**src/rtl/rrta_pkg.sv**
```systemverilog
package rrta_pkg;

  // Request kinds
  localparam logic [1:0] KIND_ADD   = 2'd0;
  localparam logic [1:0] KIND_MARK  = 2'd1;
  localparam logic [1:0] KIND_ALLOC = 2'd2;
  localparam logic [1:0] KIND_QUERY = 2'd3;

  // Status codes
  localparam logic [2:0] ST_OK      = 3'd0;
  localparam logic [2:0] ST_NOFIT   = 3'd1;
  localparam logic [2:0] ST_NOTFREE = 3'd2;
  localparam logic [2:0] ST_FULL    = 3'd3;
  localparam logic [2:0] ST_RANGE   = 3'd4;

  // One table entry as stored in the region memory
  typedef struct packed {
    logic        taken;
    logic [32:0] size;
    logic [31:0] start;
  } entry_t;

  // Datapath operations issued by the controller
  typedef enum logic [3:0] {
    OP_NONE,
    OP_LOAD,
    OP_SCAN_START,
    OP_SCAN_RD,
    OP_SCAN_EV,
    OP_FIT_TO_MARK,
    OP_REB_START,
    OP_REB_RD,
    OP_REB_EV,
    OP_FLUSH,
    OP_COMMIT
  } op_t;

  typedef struct packed {
    op_t        op;
    logic       res_valid;
    logic [2:0] res_status;
  } cmd_t;

  typedef struct packed {
    logic [1:0] kind;
    logic       is_query;
    logic       is_fit;
    logic       range_bad;
    logic       len_zero;
    logic       scan_done;
    logic       found;
    logic       hit_taken;
    logic       old_avail;
    logic       piece_avail;
    logic       ev_old;
    logic       full;
  } stat_t;

endpackage

```
**src/rtl/rrta_ctrl.sv**
```systemverilog
module rrta_ctrl (
  input  logic           clk,
  input  logic           rst,
  input  logic           in_valid,
  output logic           in_ready,
  output logic           out_valid,
  input  logic           out_ready,
  input  rrta_pkg::stat_t st,
  output rrta_pkg::cmd_t  cmd
);

  typedef enum logic [9:0] {
    S_IDLE      = 10'b0000000001,
    S_CHECK     = 10'b0000000010,
    S_SCAN_RD   = 10'b0000000100,
    S_SCAN_EV   = 10'b0000001000,
    S_REB_START = 10'b0000010000,
    S_REB_RD    = 10'b0000100000,
    S_REB_EV    = 10'b0001000000,
    S_FLUSH     = 10'b0010000000,
    S_COMMIT    = 10'b0100000000,
    S_DONE      = 10'b1000000000
  } state_t;

  state_t state, state_next;

  // Advance state
  always_ff @(posedge clk) begin
    if (rst) begin
      state <= S_IDLE;
    end else begin
      state <= state_next;
    end
  end

  // Decode next state and datapath command
  always_comb begin
    state_next     = state;
    cmd.op         = rrta_pkg::OP_NONE;
    cmd.res_valid  = 1'b0;
    cmd.res_status = rrta_pkg::ST_OK;
    case (state)
      S_IDLE: begin
        if (in_valid) begin
          cmd.op     = rrta_pkg::OP_LOAD;
          state_next = S_CHECK;
        end
      end
      S_CHECK: begin
        if (st.kind == rrta_pkg::KIND_ADD) begin
          if (st.range_bad) begin
            cmd.res_valid  = 1'b1;
            cmd.res_status = rrta_pkg::ST_RANGE;
            state_next     = S_DONE;
          end else if (st.len_zero) begin
            cmd.res_valid  = 1'b1;
            cmd.res_status = rrta_pkg::ST_OK;
            state_next     = S_DONE;
          end else begin
            state_next = S_REB_START;
          end
        end else if (st.kind == rrta_pkg::KIND_MARK && st.range_bad) begin
          cmd.res_valid  = 1'b1;
          cmd.res_status = rrta_pkg::ST_RANGE;
          state_next     = S_DONE;
        end else begin
          cmd.op     = rrta_pkg::OP_SCAN_START;
          state_next = S_SCAN_RD;
        end
      end
      S_SCAN_RD: begin
        if (!st.scan_done) begin
          cmd.op     = rrta_pkg::OP_SCAN_RD;
          state_next = S_SCAN_EV;
        end else if (st.is_query) begin
          cmd.res_valid  = 1'b1;
          cmd.res_status = st.found ? rrta_pkg::ST_OK : rrta_pkg::ST_RANGE;
          state_next     = S_DONE;
        end else if (st.is_fit) begin
          if (st.found) begin
            cmd.op     = rrta_pkg::OP_FIT_TO_MARK;
            state_next = S_SCAN_RD;
          end else begin
            cmd.res_valid  = 1'b1;
            cmd.res_status = rrta_pkg::ST_NOFIT;
            state_next     = S_DONE;
          end
        end else if (st.found && !st.hit_taken) begin
          state_next = S_REB_START;
        end else begin
          cmd.res_valid  = 1'b1;
          cmd.res_status = rrta_pkg::ST_NOTFREE;
          state_next     = S_DONE;
        end
      end
      S_SCAN_EV: begin
        cmd.op     = rrta_pkg::OP_SCAN_EV;
        state_next = S_SCAN_RD;
      end
      S_REB_START: begin
        cmd.op     = rrta_pkg::OP_REB_START;
        state_next = S_REB_RD;
      end
      S_REB_RD: begin
        if (st.old_avail) begin
          cmd.op     = rrta_pkg::OP_REB_RD;
          state_next = S_REB_EV;
        end else if (st.piece_avail) begin
          state_next = S_REB_EV;
        end else begin
          state_next = S_FLUSH;
        end
      end
      S_REB_EV: begin
        cmd.op     = rrta_pkg::OP_REB_EV;
        state_next = (st.ev_old || !st.old_avail) ? S_REB_RD : S_REB_EV;
      end
      S_FLUSH: begin
        cmd.op     = rrta_pkg::OP_FLUSH;
        state_next = S_COMMIT;
      end
      S_COMMIT: begin
        cmd.res_valid = 1'b1;
        if (st.full) begin
          cmd.res_status = rrta_pkg::ST_FULL;
        end else begin
          cmd.op = rrta_pkg::OP_COMMIT;
        end
        state_next = S_DONE;
      end
      S_DONE: begin
        if (out_ready) begin
          state_next = S_IDLE;
        end
      end
      default: begin
        state_next = S_IDLE;
      end
    endcase
  end

  assign in_ready  = (state == S_IDLE);
  assign out_valid = (state == S_DONE);

endmodule

```
**config.mk**
```make
export PLATFORM = sky130hd
export DESIGN_NAME = rrta_ctrl
export DESIGN_NICKNAME = d
export VERILOG_FILES = /design/src/rtl/rrta_pkg.sv /design/src/rtl/rrta_ctrl.sv
export SDC_FILE = /design/constraint.sdc
export NUM_CORES = 1
export LEC_CHECK = 0
export BUFFER_PORTS_ARGS = -buffer_cell sky130_fd_sc_hd__buf_2
export CAP_MARGIN = 20
export CORE_MARGIN = 10
export CORE_UTILIZATION = 49
export CTS_BUF_LIST = sky130_fd_sc_hd__clkbuf_16
export DETAILED_ROUTE_END_ITERATION = 7
export GPL_TIMING_DRIVEN = 1
export MAX_ROUTING_LAYER = met4
export PLACE_DENSITY_LB_ADDON = 0.08
export SLEW_MARGIN = 5
export SYNTH_ARGS = -nofsm -noshare
export SYNTH_HDL_FRONTEND = slang
export SYNTH_SLANG_ARGS = --single-unit
```
**constraint.sdc**
```tcl
create_clock -name clk -period 2.6 [get_ports clk]
set_input_delay 0.13 -clock clk [delete_from_list [all_inputs] [get_ports clk]]
set_output_delay 0.13 -clock clk [all_outputs]
set_load 0.005 [all_outputs]
```
# Word level (Yosys, flattened, before mapping)

Cells that the tools add are included.

RAM bits: 0
Memories kept: 0
Register bits: 10
Input bits: 17
Latch bits: 0
Memory bits (read-only): 0
Output and inout port bits: 10

Shift-type cells: 0
Magnitude comparators: 0
Mux-type cells: 37
$add $sub $neg: 0
Eq/ne operators: 13
Bitwise operators: 0
Divide/modulo/power cells: 0
Reductions and logical operators: 7
Multipliers: 0

Operators by type and width:

| kind                                           | number |
|---|---|
| two-way mux 10 bit                             | 11 |
| case mux 10 bit (10 select lines)              | 1 |
| two-way mux 4 bit                              | 13 |
| case mux 4 bit (9 select lines)                | 1 |
| two-way mux 8 bit                              | 2 |
| case mux 4 bit (3 select lines)                | 1 |
| == test 10 x 1 -> 1 bit, second input constant | 1 |
| == test 10 bit, second input constant          | 1 |
| == test 10 x 2 -> 1 bit, second input constant | 1 |
| == test 10 x 3 -> 1 bit, second input constant | 1 |
| == test 10 x 4 -> 1 bit, second input constant | 1 |
| == test 10 x 5 -> 1 bit, second input constant | 1 |
| == test 10 x 6 -> 1 bit, second input constant | 1 |
| == test 10 x 7 -> 1 bit, second input constant | 1 |
| == test 10 x 8 -> 1 bit, second input constant | 1 |
| == test 10 x 9 -> 1 bit, second input constant | 1 |
| two-way mux 3 bit                              | 3 |
| two-way mux 7 bit                              | 1 |
| two-way mux 2 bit                              | 3 |
| == test 2 x 1 -> 1 bit, second input constant  | 1 |
| logical AND 1 bit                              | 2 |
| logical NOT 1 bit                              | 2 |
| logical NOT 2 bit                              | 1 |
| != test 2 x 1 -> 1 bit, second input constant  | 1 |
| 4 further kinds                                | 4 |

# Depth between registers and ports, before layout

Word-level depth: 7
Mapped depth: 6

# Least setup slack after synthesis

OpenSTA, ideal clock, no wires.

Path kind: reg-to-reg
Start point: register state[4]
End point: register state[5]
Path slack: 0.722 ns
Setup time: 0.067 ns
Cell stages (with the launch flop): 7
Buffers on the path: 2
Data arrival time: 1.811 ns
Cells stage by stage: dfxtp_1 buf_6 or4_4 buf_6 or3_4 a211o_1 a21oi_2

Word-level cells in the longest chain between the ends: 3
Elaborated cells between the ends (all ways): 14
Those cells by class: 12 x eq/ne; 1 x mux; 1 x reduce/logical

RTL lines:

| item                                                                     | line            | source |
|---|---|---|
| from (decl)                                                              | rrta_ctrl.sv:25 | `state_t state, state_next;` |
| from (signal assigned)                                                   | rrta_ctrl.sv:32 | `state <= state_next;` |
| == test 10 bit or == test 10 x 1 -> 1 bit (tied branches)                | rrta_ctrl.sv:42 | `case (state)` |
| != test 2 x 1 -> 1 bit (no source line) or != test 2 bit (tied branches) | -               |  |
| AND reduction 2 bit (no source line)                                     | -               |  |

Parallel ways exist; a longest one is shown, timed or not.
A chain may end at the register's enable or synchronous reset.

==> impl_metrics.json <==
{
  "worstSetupEndpointType": "output pin",
  "largest_register_ffs": 10,
  "drt_first_pass_iters": 4,
  "tightest_slew_ns": 0.515,
  "num_vias": 929,
  "routedWlPerCell_um": 15.6,
  "ff_latch_area_um2": 200,
  "critPathTopFamily": "simple AND/OR/NAND/NOR gates",
  "die_y_um": 61.3,
  "gp_congestion": 0.879,
  "multiInputGateArea_um2": 567,
  "p_seq_share_pct": 31.5,
  "clock-sinks": 10,
  "die-area_um2": 3750,
  "ys_ff_latch": 10,
  "clkTransAtPathRegs_ns": 0.04,
  "area_growth_pct": 22.9,
  "maxCapViolations": 0,
  "clock.fmax_mhz": 436,
  "yosysTopAreaCellShare_pct": 24.0,
  "insertion_delay_ns": 0.24,
  "dp_hpwl_um": 1850,
  "coreArea_um2": 1560,
  "finish.net_count": 154,
  "ctsHoldBuffers": 0,
  "cpMaxStageDelayCell": "or4_1",
  "final_cell_mix": "buf_2, nand2_1, dfxtp_1",
  "final-hold-violation-count": 0,
  "grt_antenna_before_repair": 0,
  "switching_share_pct": 23.9,
  "period_share_pct": 88.2,
  "dieWidth_um": 61.3,
  "drt-vias-per-instance": 6.11,
  "status": "finished, final reports clean",
  "critPathMaxStageDelay_ns": 0.69,
  "critPathMaxFanout": 9,
  "antenna_left": 0,
  "cts.path.max_buffers": 2,
  "p_leak_uw": 0.000435,
  "p_sw_uw": 126,
  "min_period_ns": 2.29,
  "power.internal_uw": 401,
  "final_common_cell": "buf_2",
  "drc": 0,
  "timing.hold.ws_ns": 0.0734,
  "critPathBufInv": 1,
  "cts_buffers": 3,
  "power.density_nw_per_um2": 513,
  "cts-resized-gates": 0,
  "yosysSeqAreaShare_pct": 24.0,
  "route.final.wire_length_um": 2370,
  "max-slew-margin-rel_pct": 65.3,
  "cp_data_required_time_ns": 2.47,
  "n_antenna_cell": 0,
  "clock_skew_ns": 0.00390,
  "overflow": 0,
  "power_frac_comb_pct": 16.5,
  "cts_tree": "yes",
  "criticalPathCategory": "flop to output pin",
  "top_register": "state",
  "crit_chain": "or4_1 > nor4_1 > nand2_1 > o31ai_1 > buf_2",
  "start_util_pct": 53.5,
  "synthesis.nets": 129,
  "drt_iter0_drc": 32,
  "async_flop_share_pct": 0,
  "grt_pass1_vias": 883,
  "grt_max_degree": 12,
  "drv_slew": 0,
  "portBuffers": 26,
  "h-tree-depth": 1,
  "ys.flop_type": "dfxtp_1",
  "cp_data_arrival_time_ns": 2.16,
  "synth.distinct_cells": 41,
  "synth-edff-count": 0,
  "ir_drop_v": 0.000502,
  "synthCells": 112,
  "rows": 14,
  "post_cts_buffers": 0,
  "setup_viol": 0,
  "nFillCells": 148,
  "grt_pass1_wl_um": 3760,
  "synth.area.top_cells": "dfxtp_1, nand2_1, nand2b_1",
  "synth_top_area_cell": "dfxtp_1",
  "crit_path_start_kind": "flop",
  "power.share.clock_pct": 52.1,
  "syn_area_um2": 835,
  "reg_top3": "state (10)",
  "yosysWarnings": 0,
  "drive_above_1_share_pct": 27.2,
  "rsz0062_at_grt": "false",
  "cts_root_buffer": "clkbuf_16",
  "tns_ns": 0,
  "grt_use_total_pct": 13.5,
  "hp-class": "input pin to flop",
  "io_pins": 27,
  "syn_avg_cell_area_um2": 7.45,
  "fin_util_pct": 65.8
}
## synth_stat cells (3+ instances only)
cell,count
nand2_1,12
dfxtp_1,10
inv_1,8
nor2_1,8
nand2b_1,6
nor4_1,6
a21oi_1,5
nand3b_1,5
o21ai_0,5
clkbuf_1,4
nor2b_1,4
nor3_1,3
## power groups by stage
stage	sequential, uW	combinational, uW	clock (uW)
floorplan	166	54.0	0
global placement	167	83.9	0
detailed placement	168	85.3	0
CTS	165	86.1	276
global route	166	95.4	286
finish	166	86.7	274
## routing by layer
layer	up-vias	global-route usage (%)	routed length (um)
met5	-	-	0
met2	36	22.3	1130
met3	4	4.32	128
li1	462	-	-
met4	0	3.91	25
met1	427	15.2	1080
## cells by family after synthesis
group	synth area share (%)
compound gates	21.3
mux	1.20
simple gates	44.4
buf+inv	8.10
flops	24.0
xor+xnor	1.05
## through the flow
stage               power, uW  cells  setup WS (ns)  instance area (um2)
floorplan                 220    112          0.722                  835
global placement          251    148          0.638                  947
detailed placement        253    148          0.581                  947
CTS                       527    152          0.328                 1030
global route              548    152          0.208                 1030
finish                    527    152          0.307                 1030
## layout make-up
class | count | area share (%)
Multi-Input combinational cell | 88 | 55.2
Sequential cell | 10 | 19.5
Timing Repair Buffer | 26 | 12.7
Clock buffer | 3 | 7.32
Inverter | 8 | 2.93
Tap cell | 16 | 1.95
Clock inverter | 1 | 0.366
## final timing paths
kind | startpoint | to | slack, ns | cells after the start
max | state[7] | cmd[2] | 0.31 | 5
min | st[2] | state[7] | 0.07 | 2
max reg2reg | state[7] | state[9] | 0.64 | 4
min reg2reg | state[7] | state[8] | 0.56 | 2
Note: power is estimated with default switching activity, not from simulation.
